## src/rtl/spt_pkg.sv

```systemverilog
// Package for the sorted periodic timer queue: sizes, request and result
// types, result codes, controller command and status structs, helpers.
// No dependencies; every other file of the block but spt_ram imports it.
package spt_pkg;

  localparam int TIMER_SLOTS  = 16;
  localparam int RESULT_LIMIT = 16;

  localparam int SLOT_W  = (TIMER_SLOTS > 1) ? $clog2(TIMER_SLOTS) : 1;
  localparam int LIMIT_W = $clog2(RESULT_LIMIT + 1);

  localparam int DEADLINE_W = 48;
  localparam int PERIOD_W   = 32;
  localparam int STAMP_W    = 32;
  localparam int KIND_W     = 2;
  localparam int SLOTF_W    = 4;
  localparam int ENTRY_W    = DEADLINE_W + PERIOD_W + STAMP_W;

  localparam logic ACT_ADD   = 1'b0;
  localparam logic ACT_CHECK = 1'b1;

  localparam logic [KIND_W-1:0] KIND_ADDED   = 2'd0;
  localparam logic [KIND_W-1:0] KIND_FULL    = 2'd1;
  localparam logic [KIND_W-1:0] KIND_EXPIRED = 2'd2;

  typedef struct packed {
    logic                  action;
    logic [DEADLINE_W-1:0] deadline_ms;
    logic [PERIOD_W-1:0]   period_ms;
    logic [DEADLINE_W-1:0] now_ms;
  } spt_req_t;

  typedef struct packed {
    logic [KIND_W-1:0]  kind;
    logic [SLOTF_W-1:0] slot;
    logic               last;
  } spt_rsp_t;

  typedef struct packed {
    logic [DEADLINE_W-1:0] deadline;
    logic [PERIOD_W-1:0]   period;
    logic [STAMP_W-1:0]    stamp;
  } spt_entry_t;

  // Commands from the controller to the datapath.
  typedef struct packed {
    logic capture;    // take the request and prepare the first pass
    logic add_step;   // test one slot for an add
    logic scan_step;  // issue one table read of a pass
    logic pass_end;   // act on the winner of the pass
    logic tail;       // report the held result as the final one
  } spt_cmd_t;

  // Status from the datapath to the controller.
  typedef struct packed {
    logic idx_last;
    logic slot_free;
    logic best_found;
    logic limit_hit;
  } spt_stat_t;

  // Insertion stamps compare modulo 2^32.
  function automatic logic stamp_before(input logic [STAMP_W-1:0] a,
                                        input logic [STAMP_W-1:0] b);
    logic [STAMP_W-1:0] diff;
    diff = a - b;
    return diff[STAMP_W-1];
  endfunction

  // Slot number as reported: the index modulo 16.
  function automatic logic [SLOTF_W-1:0] slot_field(input logic [SLOT_W-1:0] idx);
    logic [SLOT_W+SLOTF_W-1:0] ext;
    ext = (SLOT_W + SLOTF_W)'(idx);
    return ext[SLOTF_W-1:0];
  endfunction

endpackage

```

## src/rtl/sorted_periodic_timer_queue.sv

```systemverilog
// Top level of the sorted periodic timer queue.
// Depends on spt_pkg, spt_controller and spt_datapath.
// Usage. A request is presented on req_i and taken at a rising edge where
// start is high and busy is low. An add request stores a deadline and a
// re-arm period in the lowest free slot and answers with kind "added" and
// that slot, or with kind "full" when every slot is in use. A check request
// carries the current time and answers with one "expired" result for every
// due timer, earliest deadline first, ties in insertion order, at most
// RESULT_LIMIT per check; the final result of a request has last set. A
// check that finds nothing due gives no result at all.
// Each result is shown for exactly one cycle, marked by result_valid_o; the
// receiver cannot stall the block and must take it in that cycle.
// Sequence. An add tests the slots in ascending order up to the first free
// one, at most TIMER_SLOTS of them, and its result appears in the cycle after.
// A check makes one pass over the timer RAM per expired timer plus a closing
// pass, one read per cycle; each pass is the scan reads, a flush step and a
// decide step. When the result limit ends the check a tail step replaces the
// closing pass. Each result appears at the end of the pass, or tail step, after
// the one that found it. Reset empties the table and clears the insertion
// counter; RAM words are written before read.
module sorted_periodic_timer_queue (
  input  logic              clk_i,
  input  logic              rst_ni,
  input  logic              start,
  input  spt_pkg::spt_req_t req_i,
  output logic              busy,
  output logic              result_valid_o,
  output spt_pkg::spt_rsp_t rsp_o
);
  import spt_pkg::*;

  spt_cmd_t  cmd;
  spt_stat_t stat;

  // The controller chooses the add or check sequence from the action bit of
  // the request being accepted; everything else of the request is held in
  // the datapath from the capture command onwards.
  spt_controller u_ctrl (
    .clk_i    (clk_i),
    .rst_ni   (rst_ni),
    .start    (start),
    .action_i (req_i.action),
    .stat_i   (stat),
    .cmd_o    (cmd),
    .busy     (busy)
  );

  // The datapath owns the timer RAM, the valid and reported bits, the scan
  // comparator and the result register that drives the output ports.
  spt_datapath u_dp (
    .clk_i          (clk_i),
    .rst_ni         (rst_ni),
    .req_i          (req_i),
    .cmd_i          (cmd),
    .stat_o         (stat),
    .result_valid_o (result_valid_o),
    .rsp_o          (rsp_o)
  );

endmodule

```

## src/rtl/spt_ram.sv

```systemverilog
// Generic single-write, single-read RAM with a registered read port.
// No dependencies.
module spt_ram #(
  parameter int WIDTH = 8,
  parameter int DEPTH = 16,
  parameter int AW    = (DEPTH > 1) ? $clog2(DEPTH) : 1
) (
  input  logic             clk_i,
  input  logic             we_i,
  input  logic [AW-1:0]    waddr_i,
  input  logic [WIDTH-1:0] wdata_i,
  input  logic             re_i,
  input  logic [AW-1:0]    raddr_i,
  output logic [WIDTH-1:0] rdata_o
);

  logic [WIDTH-1:0] mem_q [DEPTH];
  logic [WIDTH-1:0] rdata_q;

  always_ff @(posedge clk_i) begin
    if (we_i) begin
      mem_q[waddr_i] <= wdata_i;
    end
    if (re_i) begin
      rdata_q <= mem_q[raddr_i];
    end
  end

  assign rdata_o = rdata_q;

endmodule

```

## src/rtl/spt_datapath.sv

```systemverilog
// Datapath of the timer queue: timer RAM, valid and reported bits, scan
// comparator, re-arm adder, insertion counter and result register.
// Depends on spt_pkg and spt_ram.
module spt_datapath (
  input  logic              clk_i,
  input  logic              rst_ni,
  input  spt_pkg::spt_req_t req_i,
  input  spt_pkg::spt_cmd_t cmd_i,
  output spt_pkg::spt_stat_t stat_o,
  output logic              result_valid_o,
  output spt_pkg::spt_rsp_t rsp_o
);
  import spt_pkg::*;

  spt_req_t              req_q;
  logic [TIMER_SLOTS-1:0] valid_q;
  logic [TIMER_SLOTS-1:0] done_q;
  logic [STAMP_W-1:0]    counter_q;
  logic [SLOT_W-1:0]     idx_q;
  logic [LIMIT_W-1:0]    count_q;

  logic                  rd_pending_q;
  logic [SLOT_W-1:0]     rd_slot_q;

  logic                  best_found_q;
  logic [SLOT_W-1:0]     best_slot_q;
  spt_entry_t            best_q;

  logic                  pend_valid_q;
  logic [SLOT_W-1:0]     pend_slot_q;

  logic                  rsp_valid_q;
  spt_rsp_t              rsp_q;

  logic                  ram_we;
  logic [SLOT_W-1:0]     ram_waddr;
  spt_entry_t            ram_wdata;
  logic [ENTRY_W-1:0]    ram_rdata;
  spt_entry_t            rd_entry;

  logic                  cand;
  logic                  better;
  logic [DEADLINE_W:0]   rearm_sum;
  logic [DEADLINE_W-1:0] rearm_deadline;
  logic                  idx_last;
  logic                  slot_free;
  logic                  limit_hit;

  assign idx_last  = (idx_q == SLOT_W'(TIMER_SLOTS - 1));
  assign slot_free = !valid_q[idx_q];
  assign limit_hit = (count_q == LIMIT_W'(RESULT_LIMIT - 1));

  assign rd_entry = spt_entry_t'(ram_rdata);

  // A slot takes part when it is live, not yet reported in this check and due.
  assign cand = valid_q[rd_slot_q] && !done_q[rd_slot_q] &&
                (rd_entry.deadline <= req_q.now_ms);

  // Slots arrive in ascending order, so a full tie keeps the held winner.
  always_comb begin
    better = 1'b0;
    if (!best_found_q) begin
      better = 1'b1;
    end else if (rd_entry.deadline != best_q.deadline) begin
      better = rd_entry.deadline < best_q.deadline;
    end else if (rd_entry.stamp != best_q.stamp) begin
      better = stamp_before(rd_entry.stamp, best_q.stamp);
    end
  end

  assign rearm_sum      = {1'b0, req_q.now_ms} + (DEADLINE_W + 1)'(best_q.period);
  assign rearm_deadline = rearm_sum[DEADLINE_W] ? {DEADLINE_W{1'b1}}
                                                : rearm_sum[DEADLINE_W-1:0];

  always_comb begin
    ram_we    = 1'b0;
    ram_waddr = idx_q;
    ram_wdata = '{deadline: req_q.deadline_ms, period: req_q.period_ms,
                  stamp: counter_q};
    if (cmd_i.add_step) begin
      ram_we = slot_free;
    end else if (cmd_i.pass_end && best_found_q && (best_q.period != '0)) begin
      ram_we    = 1'b1;
      ram_waddr = best_slot_q;
      ram_wdata = '{deadline: rearm_deadline, period: best_q.period, stamp: counter_q};
    end
  end

  spt_ram #(
    .WIDTH (ENTRY_W),
    .DEPTH (TIMER_SLOTS)
  ) u_ram (
    .clk_i   (clk_i),
    .we_i    (ram_we),
    .waddr_i (ram_waddr),
    .wdata_i (ram_wdata),
    .re_i    (cmd_i.scan_step),
    .raddr_i (idx_q),
    .rdata_o (ram_rdata)
  );

  // Request payload and the winner's copy carry no reset.
  always_ff @(posedge clk_i) begin
    if (cmd_i.capture) begin
      req_q <= req_i;
    end
    if (rd_pending_q && cand && better) begin
      best_q      <= rd_entry;
      best_slot_q <= rd_slot_q;
    end
  end

  always_ff @(posedge clk_i or negedge rst_ni) begin
    if (!rst_ni) begin
      valid_q      <= '0;
      done_q       <= '0;
      counter_q    <= '0;
      idx_q        <= '0;
      count_q      <= '0;
      rd_pending_q <= 1'b0;
      rd_slot_q    <= '0;
      best_found_q <= 1'b0;
      pend_valid_q <= 1'b0;
      pend_slot_q  <= '0;
      rsp_valid_q  <= 1'b0;
      rsp_q        <= '0;
    end else begin
      rsp_valid_q  <= 1'b0;
      rd_pending_q <= cmd_i.scan_step;

      if (cmd_i.capture) begin
        idx_q        <= '0;
        done_q       <= '0;
        count_q      <= '0;
        best_found_q <= 1'b0;
        pend_valid_q <= 1'b0;
      end

      if (cmd_i.add_step) begin
        if (slot_free) begin
          valid_q[idx_q] <= 1'b1;
          counter_q      <= counter_q + 1'b1;
          rsp_valid_q    <= 1'b1;
          rsp_q          <= '{kind: KIND_ADDED, slot: slot_field(idx_q), last: 1'b1};
        end else if (idx_last) begin
          rsp_valid_q <= 1'b1;
          rsp_q       <= '{kind: KIND_FULL, slot: '0, last: 1'b1};
        end else begin
          idx_q <= idx_q + 1'b1;
        end
      end

      if (cmd_i.scan_step) begin
        rd_slot_q <= idx_q;
        if (!idx_last) begin
          idx_q <= idx_q + 1'b1;
        end
      end

      if (rd_pending_q && cand && better) begin
        best_found_q <= 1'b1;
      end

      if (cmd_i.pass_end) begin
        idx_q        <= '0;
        best_found_q <= 1'b0;
        if (best_found_q) begin
          done_q[best_slot_q] <= 1'b1;
          count_q             <= count_q + 1'b1;
          pend_valid_q        <= 1'b1;
          pend_slot_q         <= best_slot_q;
          if (best_q.period != '0) begin
            counter_q <= counter_q + 1'b1;
          end else begin
            valid_q[best_slot_q] <= 1'b0;
          end
          if (pend_valid_q) begin
            rsp_valid_q <= 1'b1;
            rsp_q <= '{kind: KIND_EXPIRED, slot: slot_field(pend_slot_q), last: 1'b0};
          end
        end else begin
          pend_valid_q <= 1'b0;
          if (pend_valid_q) begin
            rsp_valid_q <= 1'b1;
            rsp_q <= '{kind: KIND_EXPIRED, slot: slot_field(pend_slot_q), last: 1'b1};
          end
        end
      end

      if (cmd_i.tail) begin
        pend_valid_q <= 1'b0;
        rsp_valid_q  <= 1'b1;
        rsp_q <= '{kind: KIND_EXPIRED, slot: slot_field(pend_slot_q), last: 1'b1};
      end
    end
  end

  assign stat_o = '{idx_last: idx_last, slot_free: slot_free,
                    best_found: best_found_q, limit_hit: limit_hit};

  assign result_valid_o = rsp_valid_q;
  assign rsp_o          = rsp_q;

endmodule

```

## src/rtl/spt_controller.sv

```systemverilog
// Controller state machine of the timer queue: sequences adds, scan passes
// and the final report. Depends on spt_pkg.
module spt_controller (
  input  logic               clk_i,
  input  logic               rst_ni,
  input  logic               start,
  input  logic               action_i,
  input  spt_pkg::spt_stat_t stat_i,
  output spt_pkg::spt_cmd_t  cmd_o,
  output logic               busy
);
  import spt_pkg::*;

  typedef enum logic [2:0] {
    S_IDLE,
    S_ADD,
    S_SCAN,
    S_FLUSH,
    S_DECIDE,
    S_TAIL
  } state_e;

  state_e state_q;
  state_e state_d;
  logic   busy_q;
  logic   accept;

  assign accept = start && !busy_q;

  always_comb begin
    cmd_o   = '0;
    state_d = state_q;
    unique case (state_q)
      S_IDLE: begin
        if (accept) begin
          cmd_o.capture = 1'b1;
          state_d = (action_i == ACT_CHECK) ? S_SCAN : S_ADD;
        end
      end
      S_ADD: begin
        cmd_o.add_step = 1'b1;
        if (stat_i.slot_free || stat_i.idx_last) begin
          state_d = S_IDLE;
        end
      end
      S_SCAN: begin
        cmd_o.scan_step = 1'b1;
        if (stat_i.idx_last) begin
          state_d = S_FLUSH;
        end
      end
      S_FLUSH: begin
        state_d = S_DECIDE;
      end
      S_DECIDE: begin
        cmd_o.pass_end = 1'b1;
        if (!stat_i.best_found) begin
          state_d = S_IDLE;
        end else if (stat_i.limit_hit) begin
          state_d = S_TAIL;
        end else begin
          state_d = S_SCAN;
        end
      end
      S_TAIL: begin
        cmd_o.tail = 1'b1;
        state_d = S_IDLE;
      end
      default: begin
        state_d = S_IDLE;
      end
    endcase
  end

  always_ff @(posedge clk_i or negedge rst_ni) begin
    if (!rst_ni) begin
      state_q <= S_IDLE;
      busy_q  <= 1'b0;
    end else begin
      state_q <= state_d;
      busy_q  <= (state_d != S_IDLE);
    end
  end

  assign busy = busy_q;

endmodule

```

## config.mk

```make
export PLATFORM = sky130hd
export DESIGN_NAME = sorted_periodic_timer_queue
export DESIGN_NICKNAME = d
export VERILOG_FILES = /design/src/rtl/spt_pkg.sv /design/src/rtl/sorted_periodic_timer_queue.sv /design/src/rtl/spt_ram.sv /design/src/rtl/spt_datapath.sv /design/src/rtl/spt_controller.sv
export SDC_FILE = /design/constraint.sdc
export NUM_CORES = 2
export LEC_CHECK = 0
export ABC_AREA = 1
export BUFFER_PORTS_ARGS = -buffer_cell sky130_fd_sc_hd__buf_2
export CORE_MARGIN = 3
export CORE_UTILIZATION = 55
export CTS_BUF_LIST = sky130_fd_sc_hd__clkbuf_8 sky130_fd_sc_hd__clkbuf_16
export DETAILED_ROUTE_END_ITERATION = 8
export HOLD_SLACK_MARGIN = 0.06
export PLACE_DENSITY = 0.73
export SETUP_SLACK_MARGIN = 0.4
export SYNTH_ARGS = -nofsm -noshare
export SYNTH_HDL_FRONTEND = slang
export SYNTH_SLANG_ARGS = --single-unit
```

## constraint.sdc

```tcl
create_clock -name clk_i -period 7.4 [get_ports clk_i]
set_input_delay 0.74 -clock clk_i [delete_from_list [all_inputs] [get_ports clk_i]]
set_output_delay 0.74 -clock clk_i [all_outputs]
set_load 0.01 [all_outputs]
```

After elaboration in Yosys (flattened, before gate mapping)
Memories as Yosys holds them, arrays and structs flattened. A register that Yosys moved wholly into a read port is not among the register bits.
Index checks and enable logic that the tools add are counted.
Operators by class
  add/sub/neg operators: 5
  magnitude comparators: 7
  equality and inequality tests: 9
  mux-type cells: 78
  bitwise logic cells: 4
  reductions and logical operators: 19
Operator list (number)
  $mux 112: 2
  $mux 32: 5
  $mux 16: 8
  $mux 7: 8
  $add 48x32->49: 1
  $le 48x48->1: 1
  $lt 48x48->1: 1
  $mux 48: 1
  $ne 48x48->1: 1
  $mux 4: 9
  $add 32x1->32 const B: 1
  $ne 32x32->1: 1
  $or 16x16->16: 2
  $reduce_bool 32->1: 1
  $sub 32x32->32: 1
  $mux 1: 30
  $and 16x16->16: 1
  $not 16->16: 1
  $lt 4x5->1 const B: 3
  $mux 3: 5
  $mux 5: 3
  $pmux 3 s5: 1
  $bmux 1 s4: 3
  $logic_and 1x1->1: 9
  15 further kinds: 23
Word-level totals
  bits in registers: 340
  bits in writable memories: 1792
  input port bits: 132
  memories: 1
Memory list
  u_dp.u_ram.mem_q: words 16, bits a word 112, rd ports 1, clocked after Yosys merged registers in 1, wr ports 1, RTL line spt_ram.sv:17  | logic [WIDTH-1:0] mem_q [DEPTH];

Longest topological paths before layout
  depth after elaboration: 11
  gate-level depth with buffers: 18
  depth with buffers taken out: 18

Hierarchy
A second synthesis with hierarchy kept.
Second synthesis, totals
  cell total of the unflattened synthesis: 9525
  area, all modules: 99560.5 µm²
By module, submodules not included
  spt_ram: times used 1, cells each 7347, area an instance 79904.1 µm², sequential area each 57174.8 µm²
  spt_datapath: times used 1, cells each 2132, area an instance 19348.6 µm², sequential area each 9629.2 µm²
  spt_controller: times used 1, cells each 46, area an instance 307.8 µm², sequential area each 100.1 µm²

Worst setup path before layout
Ideal clock, no wire load.
  path type: register to register
  from: register u_dp.idx_q[0]
  to: memory u_dp.u_ram.mem_q[0][0] (netlist bit) (enable)
  setup time: 585 ps
  data arrival time: 6280 ps
  data required time: 6815 ps
  path slack: 536 ps
  cell stages (with the launch flop): 15
  period minus slack after synthesis: 6864 ps
  path through: dfrtp_1 -> buf_6 -> clkinv_4 -> buf_6 -> nand2_1 -> nand3_1 -> nand2_1 -> nand2_1 -> nand2_1 -> nor2_4 -> nand2_4 -> nand2_8 -> buf_2 -> nand3_1 -> nor2_1
Between the ends
  word-level cells in the longest chain between the ends: 6
RTL lines
  from (decl): RTL line spt_datapath.sv:19  | logic [SLOT_W-1:0] idx_q;
  from (signal assigned): RTL line spt_datapath.sv:149  | idx_q <= idx_q + 1'b1;
  from (signal assigned): RTL line spt_datapath.sv:156  | idx_q <= idx_q + 1'b1;
  $bmux 1 s4: RTL line spt_datapath.sv:50  | assign slot_free = !valid_q[idx_q];
  $mux 1 (implied by the code): RTL line spt_datapath.sv:50
  $logic_not 1->1: RTL line spt_datapath.sv:50
  $mux 1: RTL line spt_datapath.sv:80  | if (cmd_i.add_step) begin
  $mux 1: RTL line spt_ram.sv:21  | if (we_i) begin
  $mux 1 (implied by the code): RTL line spt_ram.sv:22  | mem_q[waddr_i] <= wdata_i;
  to (decl): RTL line spt_ram.sv:17
Several ways; a longest one is shown, not always the timed one. The select of a mux whose other input is x is not followed.

Final worst setup path
  from: register u_ctrl.state_q[0]
  to: memory u_dp.u_ram.mem_q[14][53] (netlist bit) (enable)
Between the ends
  word-level cells in the longest chain between the ends: 8
RTL lines
  from (decl): RTL line spt_controller.sv:23  | state_e state_q;
  from (signal assigned): RTL line spt_controller.sv:80  | state_q <= state_d;
  $eq 3x3->1: RTL line spt_controller.sv:33  | unique case (state_q)
  $mux 1: RTL line spt_controller.sv:33
  $logic_and 1x1->1 (2 in series): RTL line spt_datapath.sv:82  | end else if (cmd_i.pass_end && best_found_q && (best_q.period != '0)) begin
  $mux 1: RTL line spt_datapath.sv:82
  $mux 1: RTL line spt_datapath.sv:80
  $mux 1: RTL line spt_ram.sv:21
  $mux 1 (implied by the code): RTL line spt_ram.sv:22
Several ways; a longest one is shown, not always the timed one.

==> results.tsv <==
metric	value	unit
hold buffers post-CTS	91	
drt initial violations	9153	
Hold Path Class	input pin to flop	
Initial Util	55.6	%
PD cells	384	nW/um^2
port bufs	140	
met1 WL	95400	um
FF-to-FF Start	u_ctrl.state_q[0]	
Primary FF master, synth	edfxtp_1	
Fin Clk Skew	0.0515	ns
Hold EP	u_dp.req_q[118]	
EDFF count, synth	2148	
DR pass1 iterations	8	
number of global-route vias before repair	57800	
dpl hpwl	143000	um
largest net degree at the start of global routing	233	
top cells by area, synth	edfxtp_1 (71%), o21ai_0 (5.4%), nor2_1 (4.8%), nand2_1 (3.9%), o22ai_1 (3.1%)	
clock buffer depth	3	
Synth top area share	70.8	%
Post-Synthesis Cell Area	91100	um^2
Distinct cells, synth	56	
DR vias	60700	
Yosys warnings	0	
Max Fclk	172	MHz
hold path depth	1	
FF-to-FF path depth	12	
maximum vdd ir drop	399	uV
Non-Filler Instances	9734	
Root Buffer	clkbuf_16	
CP bufs+invs	5	
count leader, synth	edfxtp_1	
CTS-repair resized insts	0	
nets	7681	
wire per inst	25.7	um
Fin Setup TNS	0	ns
H-tree levels	4	
max cap viols	0	
Worst EP arrival	6.27	ns
uppermost layer routed	met5	
PnR Total Power	39000	uW
final wirelength	250000	um
met2 WL post-DR	117000	um
CP max FO	60	
Tightest Pin Transition	1.39	ns
synthesized flop and latch total	2244	
Top delay family on crit path	buffers and inverters	
CTS clk-pin slew, worst paths	0.06	ns
worst path cell trace	nor2_1, inv_2, nor2_4, nand2_2, nor2_4, buf_4, o21ai_0, inv_1, nand3_1, nor2_4, buf_4, buf_4	
RSZ-0062 raised after global routing	false	
Setup CP Type	flop to flop	
hold path startpoint	req_i[118]	
dpl cells	9248	
Yosys top cell by area	edfxtp_1	
Area Growth Syn to Fin	11.5	%
FILL cells	12000	
met3 WL post-DR	26800	um
critical path data required time	7.85	ns
worst skew pair latency	0.85	ns
Placeable Area	164000	um^2
P_leak	0.0349	uW
post-synthesis net count	7522	
Post-route DRC	0	
Seq/Total Area, Yosys	73.5	%
Num Clock Sinks	2244	
Fin. Hold Viols	0	
GRT overflow	0	
Crit. End Element	flop	
fin crit share	78.6	%
Detail Route Antenna Nets	0	
Slew HR	7.20	%
Setup Fix Bufs, Post-CTS	0	
most frequent cells after synthesis	edfxtp_1 (2,148), nor2_1 (1,163), o21ai_0 (982), nand2_1 (935), o22ai_1 (448)	
multi-input logic area	21700	um^2
first-pass GRT wire length	368000	um
status	finished, final reports clean	
die width	413	um
Final setup violation count	0	
Async S/R FF share, synth	4.28	%
IO Pins	141	
final core utilization	62.1	%
worst reg2reg endpoint	u_dp.u_ram.mem_q[14][53]	
Die ar.	171000	um^2
Chip Height	413	um
Avg Synthesized Cell Area	12.6	um^2
peak per-stage delay on the critical path	0.94	ns
initial antenna violation count	15	
R2R Setup Slk	1.58	ns
Tot GR Track Use	28.9	%
TritonCTS clock tree	built	
CP max stage cell	nor2_4	
pins over their slew limit	0	
Via density	6.24	
min Tclk post-route	5.82	ns
row count	148	
CTS buffer count	215	
register area	66900	um^2
Setup crit start kind	flop	
share of layout cells above drive strength 1	7.65	%
Routability Congestion	0.960	
synthesized instance count	7223	
## flip-flops by register name, summed over array words and instances (netlist names)
| signal | cells |
|---|---|
| u_dp.best_q | 112 |
| u_dp.pend_slot_q | 4 |
| u_dp.result_valid_o | 1 |
| u_dp.valid_q | 16 |
| u_dp.best_found_q | 1 |
| u_dp.pend_valid_q | 1 |
| u_ctrl.state_q | 3 |
| u_dp.u_ram.rdata_o | 112 |
| u_dp.rd_slot_q | 4 |
| u_dp.best_slot_q | 4 |
| u_dp.rd_pending_q | 1 |
| u_dp.idx_q | 4 |
| u_dp.count_q | 5 |
| u_ctrl.busy | 1 |
| u_dp.req_q | 128 |
| u_dp.u_ram.mem_q | 1792 |
| u_dp.done_q | 16 |
| u_dp.rsp_o | 7 |
| u_dp.counter_q | 32 |
## metrics by stage
| stage | worst slack [ns] | area (um^2) | hold WS, ns |
|---|---|---|---|
| after floorplan | 0.536 | 91100 | 0.400 |
| after global placement | 1.66 | 93900 | 0.404 |
| after detailed placement | 1.61 | 93900 | 0.405 |
| after CTS | 1.60 | 102000 | 0.0607 |
| after global routing | 1.27 | 102000 | 0.0766 |
| final | 1.58 | 102000 | 0.110 |
## kinds of logic (layout without fill, tap and decap cells)
kind of cell / Yosys count / after routing / share of synthesized area, %
XOR/XNOR: 59 / 59 / 0.567
AO/OA/AOI/OAI: 1657 / 1657 / 9.95
adder cells (fa/ha/maj): 167 / 167 / 2.30
AND/OR/NAND/NOR: 2421 / 2421 / 10.8
other: 0 / 5 / 0
flip-flops: 2244 / 2244 / 73.5
multiplexers: 1 / 1 / 0.0110
buffers and inverters: 674 / 1005 / 2.91
## how the worst max path moves through the flow
stage	startpoint	end	slack [ns]	cells after the start
detailed placement	u_ctrl.state_q[0]	u_dp.u_ram.mem_q[14][45]	1.61	12
CTS	u_ctrl.state_q[0]	u_dp.u_ram.mem_q[14][51]	1.60	12
finish	u_ctrl.state_q[0]	u_dp.u_ram.mem_q[14][53]	1.58	12
floorplan	u_dp.idx_q[0]	u_dp.u_ram.mem_q[0][0]	0.54	14
global route	u_ctrl.state_q[0]	u_dp.u_ram.mem_q[14][51]	1.27	12
global placement	u_ctrl.state_q[0]	u_dp.u_ram.mem_q[14][45]	1.66	12
## layer usage
metal / vias up / track usage, %
li1: 26600 / -
met1: 29900 / 40.1
met2: 3668 / 45.3
met3: 598 / 5.36
met4: 6 / 12.4
met5: - / 0
## power breakdown
part           internal (uW)  total [uW]  leakage, uW  switching (uW)
Combinational           3220       11900       0.0108            8710
Sequential             15700       16600       0.0206             856
Clock                   5850       10500      0.00351            4680
## worst register-to-register path, delay by kind of cell (launching register included)
| kind | cells | cell delay, ns |
|---|---|---|
| AO/OA/AOI/OAI | 1 | 0.30 |
| buffers and inverters | 5 | 2.48 |
| flip-flops | 1 | 0.43 |
| AND/OR/NAND/NOR | 6 | 2.19 |
## cell usage in the layout, fill, tap and decap left out, types with 13 or more instances in the layout
cell type,count
inv_6,13
nor2_1,1145
dlygate4sd3_1,91
o22ai_1,448
xnor2_1,26
clkbuf_16,217
nand3_1,116
buf_2,139
inv_1,343
nand4_1,137
edfxtp_1,2148
clkinv_2,32
a21oi_1,156
nor2_4,26
o21ai_0,982
ha_1,166
nor3_1,30
buf_4,81
nand2_1,935
a32oi_1,16
bufinv_16,14
clkinv_1,41
xor2_1,33
dfrtp_1,94
## layout make-up
class,count,share of cell area (%)
Clock buffer,223,5.43
Clock inverter,166,1.20
Sequential cell,2244,65.9
Tap cell,2175,2.68
Timing Repair Buffer,318,2.32
Antenna cell,5,0.0123
Multi-Input combinational cell,4305,21.3
Inverter,298,1.15
No activity file was read; power rests on OpenSTA's default activity.
